--- src/hw/rtl/half_step_stepper_positioner_unit_assert.svh ---
// Assertion macros used by the positioner RTL.
`ifndef HALF_STEP_STEPPER_POSITIONER_UNIT_ASSERT_SVH
`define HALF_STEP_STEPPER_POSITIONER_UNIT_ASSERT_SVH

// The consequent must hold in the same cycle as the antecedent.
`define HSSP_CHECK_NOW(label, ante, cons, msg) \
  label: assert property (@(posedge clk) disable iff (!rst_n) (ante) |-> (cons)) \
    else $error(msg);

// The consequent must hold in the cycle after the antecedent.
`define HSSP_CHECK_NEXT(label, ante, cons, msg) \
  label: assert property (@(posedge clk) disable iff (!rst_n) (ante) |=> (cons)) \
    else $error(msg);

`endif

--- src/hw/rtl/hssp_pkg.sv ---
package hssp_pkg;

  localparam int PHASES  = 8;
  localparam int PHASE_W = $clog2(PHASES);
  localparam int DEG_W   = 10;
  localparam int POS_W   = 14;
  localparam int PER_W   = 8;
  localparam int COIL_W  = 4;
  localparam int CFG_W   = 10;

  // Register indexes on the configuration port.
  localparam logic [0:0] CFG_TARGET_DEGREES    = 1'b0;
  localparam logic [0:0] CFG_STEP_PERIOD_TICKS = 1'b1;

  localparam logic signed [DEG_W-1:0] RESET_TARGET_DEG = 10'sd90;
  localparam logic [PER_W-1:0]        RESET_PERIOD     = 8'd14;

  // Half-step coil patterns by phase; the reverse table mirrors the coil order.
  localparam logic [COIL_W-1:0] FWD_PATTERN [PHASES] =
    '{4'h1, 4'h3, 4'h2, 4'h6, 4'h4, 4'hC, 4'h8, 4'h9};
  localparam logic [COIL_W-1:0] REV_PATTERN [PHASES] =
    '{4'h8, 4'hC, 4'h4, 4'h6, 4'h2, 4'h3, 4'h1, 4'h9};

  // ceil(512 * 2^15 / 45): exact reciprocal for magnitudes up to 512.
  localparam logic [18:0] STEPS_RECIP = 19'd372828;
  localparam int          RECIP_SHIFT = 15;

  typedef struct packed {
    logic [COIL_W-1:0]       coil;
    logic signed [POS_W-1:0] pos;
    logic [PHASE_W-1:0]      phase;
    logic [PER_W-1:0]        wait_cnt;
  } motion_state_t;

  // Degrees to half steps, degrees * 512 / 45 truncated toward zero.
  function automatic logic signed [POS_W-1:0] deg_to_steps(
    input logic signed [DEG_W-1:0] deg
  );
    logic [DEG_W-1:0]        mag;
    logic [28:0]             prod;
    logic [12:0]             quot;
    logic signed [POS_W-1:0] res;
    mag  = deg[DEG_W-1] ? (~deg + 10'd1) : deg;
    prod = 29'(mag) * 29'(STEPS_RECIP);
    quot = prod[RECIP_SHIFT+12:RECIP_SHIFT];
    res  = $signed({1'b0, quot});
    if (deg[DEG_W-1]) begin
      res = -res;
    end
    return res;
  endfunction

endpackage

--- src/hw/rtl/hssp_motion.sv ---
module hssp_motion (
  input  logic                                  clk,
  input  logic                                  rst_n,
  input  logic                                  step_en,
  input  logic signed [hssp_pkg::POS_W-1:0]     goal,
  input  logic [hssp_pkg::PER_W-1:0]            period,
  output hssp_pkg::motion_state_t               state_cur,
  output hssp_pkg::motion_state_t               state_nxt
);

  hssp_pkg::motion_state_t state_r;

  logic                               fwd;
  logic [hssp_pkg::PER_W:0]           wait_inc;
  logic signed [hssp_pkg::POS_W-1:0]  pos_step;

  always_comb begin
    state_nxt = state_r;
    fwd       = goal > state_r.pos;
    wait_inc  = {1'b0, state_r.wait_cnt} + 9'd1;
    pos_step  = fwd ? (state_r.pos + 14'sd1) : (state_r.pos - 14'sd1);
    if (step_en) begin
      if (state_r.pos == goal) begin
        // Parked: coils hold their last pattern.
        state_nxt.phase    = '0;
        state_nxt.wait_cnt = '0;
      end else begin
        state_nxt.coil = fwd ? hssp_pkg::FWD_PATTERN[state_r.phase]
                             : hssp_pkg::REV_PATTERN[state_r.phase];
        if (wait_inc >= {1'b0, period}) begin
          state_nxt.wait_cnt = '0;
          state_nxt.pos      = pos_step;
          state_nxt.phase    = (pos_step == goal) ? '0 : state_r.phase + 3'd1;
        end else begin
          state_nxt.wait_cnt = wait_inc[hssp_pkg::PER_W-1:0];
        end
      end
    end
  end

  always_ff @(posedge clk) begin
    if (!rst_n) begin
      state_r <= '0;
    end else begin
      state_r <= state_nxt;
    end
  end

  assign state_cur = state_r;

endmodule

--- src/hw/rtl/half_step_stepper_positioner_unit.sv ---
// Half-step stepper positioner.
// The input channel carries one beat per 100 us timer tick (in_tick high means
// time has elapsed; a beat with in_tick low changes nothing). Each input beat
// produces exactly one output beat with the coil drive pattern, the position
// in half steps and an at-target flag, all as they stand after that tick.
// The configuration port writes the target angle in degrees (index 0) and the
// tick count per half step (index 1, zero acts as one). The angle is turned
// into a half-step goal when written, so writes are to be made only while
// idle; the block itself does not enforce this. A beat lands in the input
// register, the motion update runs between that register and the output
// register, and the result is offered from there. Throughput is one beat
// per cycle while the receiver does not stall; hssp_motion computes the next
// motion state combinationally. When the receiver stalls, the result waits in
// the output register and the input register still takes one more beat;
// only then does in_stall rise. Reset (synchronous, active low) clears
// position, phase, wait count and the coil latch, empties both registers,
// and restores a 90 degree target with a period of 14 ticks.
module half_step_stepper_positioner_unit (
  input  logic                                 clk,
  input  logic                                 rst_n,
  input  logic                                 in_valid,
  output logic                                 in_stall,
  input  logic                                 in_tick,
  output logic                                 out_valid,
  input  logic                                 out_stall,
  output logic [hssp_pkg::COIL_W-1:0]          out_coil_bits,
  output logic signed [hssp_pkg::POS_W-1:0]    out_position_steps,
  output logic                                 out_at_target,
  input  logic                                 cfg_wr_en,
  input  logic [0:0]                           cfg_index,
  input  logic [hssp_pkg::CFG_W-1:0]           cfg_data
);

  `include "half_step_stepper_positioner_unit_assert.svh"

  // Configuration: the goal in half steps and the clamped period.
  logic signed [hssp_pkg::POS_W-1:0] goal_r;
  logic [hssp_pkg::PER_W-1:0]        period_r;
  logic [hssp_pkg::PER_W-1:0]        period_wr;

  assign period_wr = cfg_data[hssp_pkg::PER_W-1:0];

  always_ff @(posedge clk) begin
    if (!rst_n) begin
      goal_r   <= hssp_pkg::deg_to_steps(hssp_pkg::RESET_TARGET_DEG);
      period_r <= hssp_pkg::RESET_PERIOD;
    end else if (cfg_wr_en) begin
      case (cfg_index)
        hssp_pkg::CFG_TARGET_DEGREES: begin
          goal_r <= hssp_pkg::deg_to_steps($signed(cfg_data));
        end
        hssp_pkg::CFG_STEP_PERIOD_TICKS: begin
          period_r <= (period_wr == '0) ? 8'd1 : period_wr;
        end
        default: begin
        end
      endcase
    end
  end

  // Input register. It moves on whenever the output register is free or
  // is being emptied in this cycle.
  logic s1_valid_r;
  logic s1_tick_r;
  logic s1_move;
  logic in_accept;

  logic out_valid_r;

  assign s1_move   = s1_valid_r && (!out_valid_r || !out_stall);
  assign in_stall  = s1_valid_r && !s1_move;
  assign in_accept = in_valid && !in_stall;

  always_ff @(posedge clk) begin
    if (!rst_n) begin
      s1_valid_r <= 1'b0;
    end else if (in_accept) begin
      s1_valid_r <= 1'b1;
    end else if (s1_move) begin
      s1_valid_r <= 1'b0;
    end
  end

  always_ff @(posedge clk) begin
    if (in_accept) begin
      s1_tick_r <= in_tick;
    end
  end

  // Motion state advances only when a ticking beat leaves the input register.
  hssp_pkg::motion_state_t state_cur;
  hssp_pkg::motion_state_t state_nxt;

  hssp_motion u_motion (
    .clk       (clk),
    .rst_n     (rst_n),
    .step_en   (s1_move && s1_tick_r),
    .goal      (goal_r),
    .period    (period_r),
    .state_cur (state_cur),
    .state_nxt (state_nxt)
  );

  // Output register.
  logic [hssp_pkg::COIL_W-1:0]       out_coil_r;
  logic signed [hssp_pkg::POS_W-1:0] out_pos_r;
  logic                              out_at_target_r;

  always_ff @(posedge clk) begin
    if (!rst_n) begin
      out_valid_r <= 1'b0;
    end else if (s1_move) begin
      out_valid_r <= 1'b1;
    end else if (!out_stall) begin
      out_valid_r <= 1'b0;
    end
  end

  always_ff @(posedge clk) begin
    if (s1_move) begin
      out_coil_r      <= state_nxt.coil;
      out_pos_r       <= state_nxt.pos;
      out_at_target_r <= (state_nxt.pos == goal_r);
    end
  end

  assign out_valid          = out_valid_r;
  assign out_coil_bits      = out_coil_r;
  assign out_position_steps = out_pos_r;
  assign out_at_target      = out_at_target_r;

  // The flag offered with a result agrees with the position it reports.
  `HSSP_CHECK_NOW(a_flag_matches_pos, out_valid_r, out_at_target_r == (out_pos_r == goal_r), "at_target flag disagrees with position")

  // A tick moves the position by at most one half step.
  `HSSP_CHECK_NEXT(a_single_step, s1_move && s1_tick_r, (state_cur.pos == $past(state_cur.pos)) || (state_cur.pos == $past(state_cur.pos) + 14'sd1) || (state_cur.pos == $past(state_cur.pos) - 14'sd1), "position jumped by more than one half step")

  // After a tick that leaves the motor on target, the phase is back at zero.
  `HSSP_CHECK_NEXT(a_phase_parked, s1_move && s1_tick_r, (state_cur.pos != goal_r) || (state_cur.phase == '0), "phase not reset on target")

  // A beat that does not tick leaves the motion state untouched.
  `HSSP_CHECK_NEXT(a_idle_beat_holds, s1_move && !s1_tick_r, state_cur == $past(state_cur), "motion state changed without a tick")

endmodule

--- config.mk ---
export PLATFORM = sky130hd
export DESIGN_NAME = half_step_stepper_positioner_unit
export DESIGN_NICKNAME = d
export VERILOG_FILES = /design/src/hw/rtl/hssp_pkg.sv /design/src/hw/rtl/hssp_motion.sv /design/src/hw/rtl/half_step_stepper_positioner_unit.sv
export VERILOG_INCLUDE_DIRS = /design/src /design/src/hw/rtl
export SDC_FILE = /design/constraint.sdc
export NUM_CORES = 1
export LEC_CHECK = 0
export CORE_MARGIN = 4
export CORE_UTILIZATION = 45
export CTS_BUF_LIST = sky130_fd_sc_hd__clkbuf_8
export DETAILED_ROUTE_END_ITERATION = 6
export DONT_BUFFER_PORTS = 1
export PLACE_DENSITY_LB_ADDON = 0.25
export SLEW_MARGIN = 5
export SYNTH_ARGS = -nofsm -noshare
export SYNTH_HDL_FRONTEND = slang
export SYNTH_SLANG_ARGS = --single-unit
--- constraint.sdc ---
create_clock -name clk -period 8.7 [get_ports clk]
set_clock_uncertainty 0.1 [all_clocks]
set_input_delay 0.435 -clock clk [delete_from_list [all_inputs] [get_ports clk]]
set_output_delay 0.435 -clock clk [all_outputs]
set_load 0.005 [all_outputs]
==> summary.md <==
| Metric | Value |
|---|---|
| Run status | `completed` |
| Most frequently used flop master after synthesis | `dfxtp_1` |
| Detailed route wirelength on metal3 | `~470 um` |
| Critical Setup Path Class | `input port to flip-flop` |
| Total net switching power | `~1.5 mW` |
| Leakage power | `approximately 4 nW` |
| Met1 Routed Length | `roughly 8.2 mm` |
| Area share of the largest cell type after synthesis | `a little under a fifth` |
| Average footprint of a synthesized cell | `8.70 um^2` |
| Level count of the clock H-tree | `3` |
| Nets@finish | `about 1100` |
| DRC violation count after routing | `0` |
| Required time reported for the critical path endpoint | `a little under 9000 ps` |
| Clk sinks | `between 70 and 80` |
| Max Clk Rate | `~0.15 GHz` |
| Dominant cell by count in the synthesized netlist | `inv_1` |
| Number of port buffers | `0` |
| Number of antenna violations at the first check in global routing | `0` |
| Number of gates resized after cts | `0` |
| Max-cap violation count | `0` |
| Initial Utilization | `45.9%` |
| Worst-case clock buffer depth | `2` |
| Cts-stage hold buffer count | `0` |
| Shortest period the worst path allows | `between 6000 and 7000 ps` |
| Clock Latency Late Sink | `370 ps` |
| Launching element type of the critical path | `input port` |
| Peak supply drop | `roughly 0.00022 V` |
| Power density of the placed cells | `between 300 and 400 nW/um^2` |
| Most area-consuming cells after synthesis | `ha_1, dfxtp_1, fa_1` |
| Final hold vios | `0` |
| TritonCTS buffer count | `9` |
| Number of enable flip-flop cells after synthesis | `20` |
| Fin crit share | `between 70% and 80%` |
| Gate count after technology mapping | `between 900 and 1000` |
| Total of endpoints with negative setup slack in the final report | `0` |
| Share of synthesized registers carrying an async set or reset | `0%` |
| Post-synth top area cell | `ha_1` |
| Cell internal power dissipation | `1.50 mW` |
| Initial DRC count | `between 200 and 250` |
| Total global routing overflow | `0` |
| Amount of wire on met2 after detailed routing | `just under 9 mm` |
| Detailed Place HPWL | `between 10 and 15 mm` |
| Core area | `roughly 17000 um^2` |
| Arrival time reported for the critical path endpoint | `around 7000 ps` |
| Min-Delay Path Class | `input port to flip-flop` |
| Highest-delay cell along the critical path | `a2111oi_0` |
| Post-synthesis to final-layout area growth | `5.03%` |
| First-pass GRT wire length | `between 20 and 30 mm` |
| Slew at the pin closest to its max-slew limit | `approximately 1100 ps` |
| Largest net degree at the start of global routing | `32` |
| Vias post-DR | `about 6100` |
| Count of nets left with antenna violations after detail routing | `0` |
| Total of warnings raised by yosys | `0` |
| Highest Signal Layer | `met4` |
| Average routed wire per standard cell | `15.7 um` |
| Clock transition at the registers of the reported paths | `roughly 90 ps` |
| Part of the Yosys area used for sequential elements | `a little over a fifth` |
| Share of total power in combinational logic | `approximately three quarters` |
| Syn Std Cell Area | `just under 8000 um^2` |
| Synth top cells by count | `inv_1, ha_1, nand2_1, dfxtp_1, nor2_1` |
| Number of global-route vias before repair | `5776` |
| Delay of the slowest cell on the worst path | `560 ps` |
| RePlAce Congestion | `0.921` |
| Horizontal die dimension | `141 um` |
| FP Rows | `between 40 and 50` |
| Setup TNS | `0 ps` |
| Number of register bits inferred by synthesis | `between 70 and 80` |
| Critical Path End Type | `flip-flop` |
| Die outline height | `approximately 140 um` |
| CP Max Fanout | `8` |
| Detailed-route vias per instance | `roughly 5.4` |
| Sequential group share of total power | `13.9%` |
| Number of nets in the synthesized netlist | `1090` |
| Clock root buffer | `clkbuf_8` |
| Number of unique standard cell types used by synthesis | `71` |
| Final slew viol count | `0` |
| Switching share of total power | `about half` |
| Overall power consumption | `slightly above 3 mW` |
| Top-level port count | `38` |
| Worst slew margin relative to its limit | `26.9%` |
| Fraction of layout cells with a size suffix above 1 | `approximately 3.5%` |
| Detailed-routing iteration count for the pre-antenna-repair pass | `6` |
| Buffers & Inverters on Critical Path | `5` |
| Number of buffers inserted by post-CTS setup repair | `0` |
| RSZ-0062 raised after global routing | `false` |
| TritonCTS clock tree | `built` |
| Clock network fraction of design power | `a little under a tenth` |
| Largest delay share family, worst path | `adder cells` |
| Final wirelength | `17.7 mm` |
| Antenna diode count | `0` |
| Die outline area | `between 15000 and 20000 um^2` |
| Total routing resource utilization after global routing | `approximately 18%` |
power by group through the flow:
stage | Clock, mW | Combinational (mW) | Sequential, mW
after floorplan | 0 | 1.89 | 0.407
after global placement | 0 | 2.32 | 0.427
after detailed placement | 0 | 2.33 | 0.428
after CTS | 0.285 | 2.35 | 0.420
after global routing | 0.299 | 2.62 | 0.425
final | 0.278 | 2.33 | 0.421
worst paths after layout:
path,startpoint,endpoint,cells after the start,slack [ps]
worst max register to register,u_motion.state_cur[21]$_SDFF_PN0_,u_motion.state_cur[9]$_SDFFE_PN0P_,16,3060
worst max-delay path,cfg_data[0],goal_r[12]$_SDFFE_PN0P_,26,1850
worst min register to register,period_r[4]$_SDFFE_PN0P_,period_r[4]$_SDFFE_PN0P_,2,360
worst min-delay path,rst_n,period_r[2]$_SDFFE_PN1P_,1,50
per-layer routing:
metal | vias to the layer above | global-route usage (%)
met5 | - | 0
met4 | 0 | 4.95
met3 | 22 | 3.12
met2 | 95 | 31.3
met1 | 2871 | 22.5
li1 | 3152 | -
cells by family (layout without fill, tap and decap cells):
| kind of cell | count (synthesis) | after routing | share of synthesized area [%] |
|---|---|---|---|
| other | 2 | 2 | 0.0946 |
| AO/OA/AOI/OAI | 187 | 187 | 16.0 |
| flip-flops | 73 | 73 | 20.9 |
| multiplexers | 14 | 14 | 1.89 |
| XOR/XNOR | 71 | 71 | 8.73 |
| buffers and inverters | 168 | 160 | 8.05 |
| AND/OR/NAND/NOR | 238 | 238 | 15.4 |
| adder cells (fa/ha/maj) | 160 | 160 | 28.9 |
cells in the final DEF, fill, tap and decap left out, types with 10 or more instances in the layout:
| cell type | synthesis | final |
|---|---|---|
| inv_1 | 140 | 140 |
| ha_1 | 121 | 121 |
| nand2_1 | 57 | 57 |
| dfxtp_1 | 53 | 53 |
| nor2_1 | 46 | 46 |
| a21oi_1 | 43 | 43 |
| xnor2_1 | 40 | 40 |
| fa_1 | 39 | 39 |
| o21ai_0 | 35 | 35 |
| and2_1 | 26 | 26 |
| xor2_1 | 26 | 26 |
| nand3_1 | 21 | 21 |
| edfxtp_1 | 20 | 20 |
| a211oi_1 | 16 | 16 |
| nor3_1 | 15 | 15 |
| or3_1 | 13 | 13 |
| nand2b_1 | 12 | 12 |
| a21o_1 | 12 | 12 |
| nand4_1 | 10 | 10 |
per-stage QoR:
stage / std cells / hold slack [ps] / area, um^2 / setup WS, ps / util [%]
detailed placement: 1114 / 352 / 8140 / 1540 / 47.0
floorplan: 913 / 336 / 7940 / 2140 / -
global route: 1130 / 34.2 / 8340 / 1470 / 48.2
finish: 1130 / 51.8 / 8340 / 1850 / 48.2
global placement: 1114 / 347 / 8140 / 1740 / 47.0
CTS: 1130 / 37.3 / 8340 / 1940 / 48.2
final cells by class:
cell class                 instances  area, um^2
tap                              225         282
clock inverter                     7        77.6
multi-input combinational        672        5640
inverter                         141         529
clock buffer                       9         124
sequential                        73        1660
timing repair buffer               3        22.5
fill                            1654        8960
flip-flops by register name (all words and copies together) (netlist names):
signal and count:
goal_r 14, out_at_target 1, out_coil_bits 4, out_position_steps 14, out_valid 1, period_r 8, s1_tick_r 1, s1_valid_r 1
u_motion.state_cur 29
No activity file was read; power rests on OpenSTA's default activity.
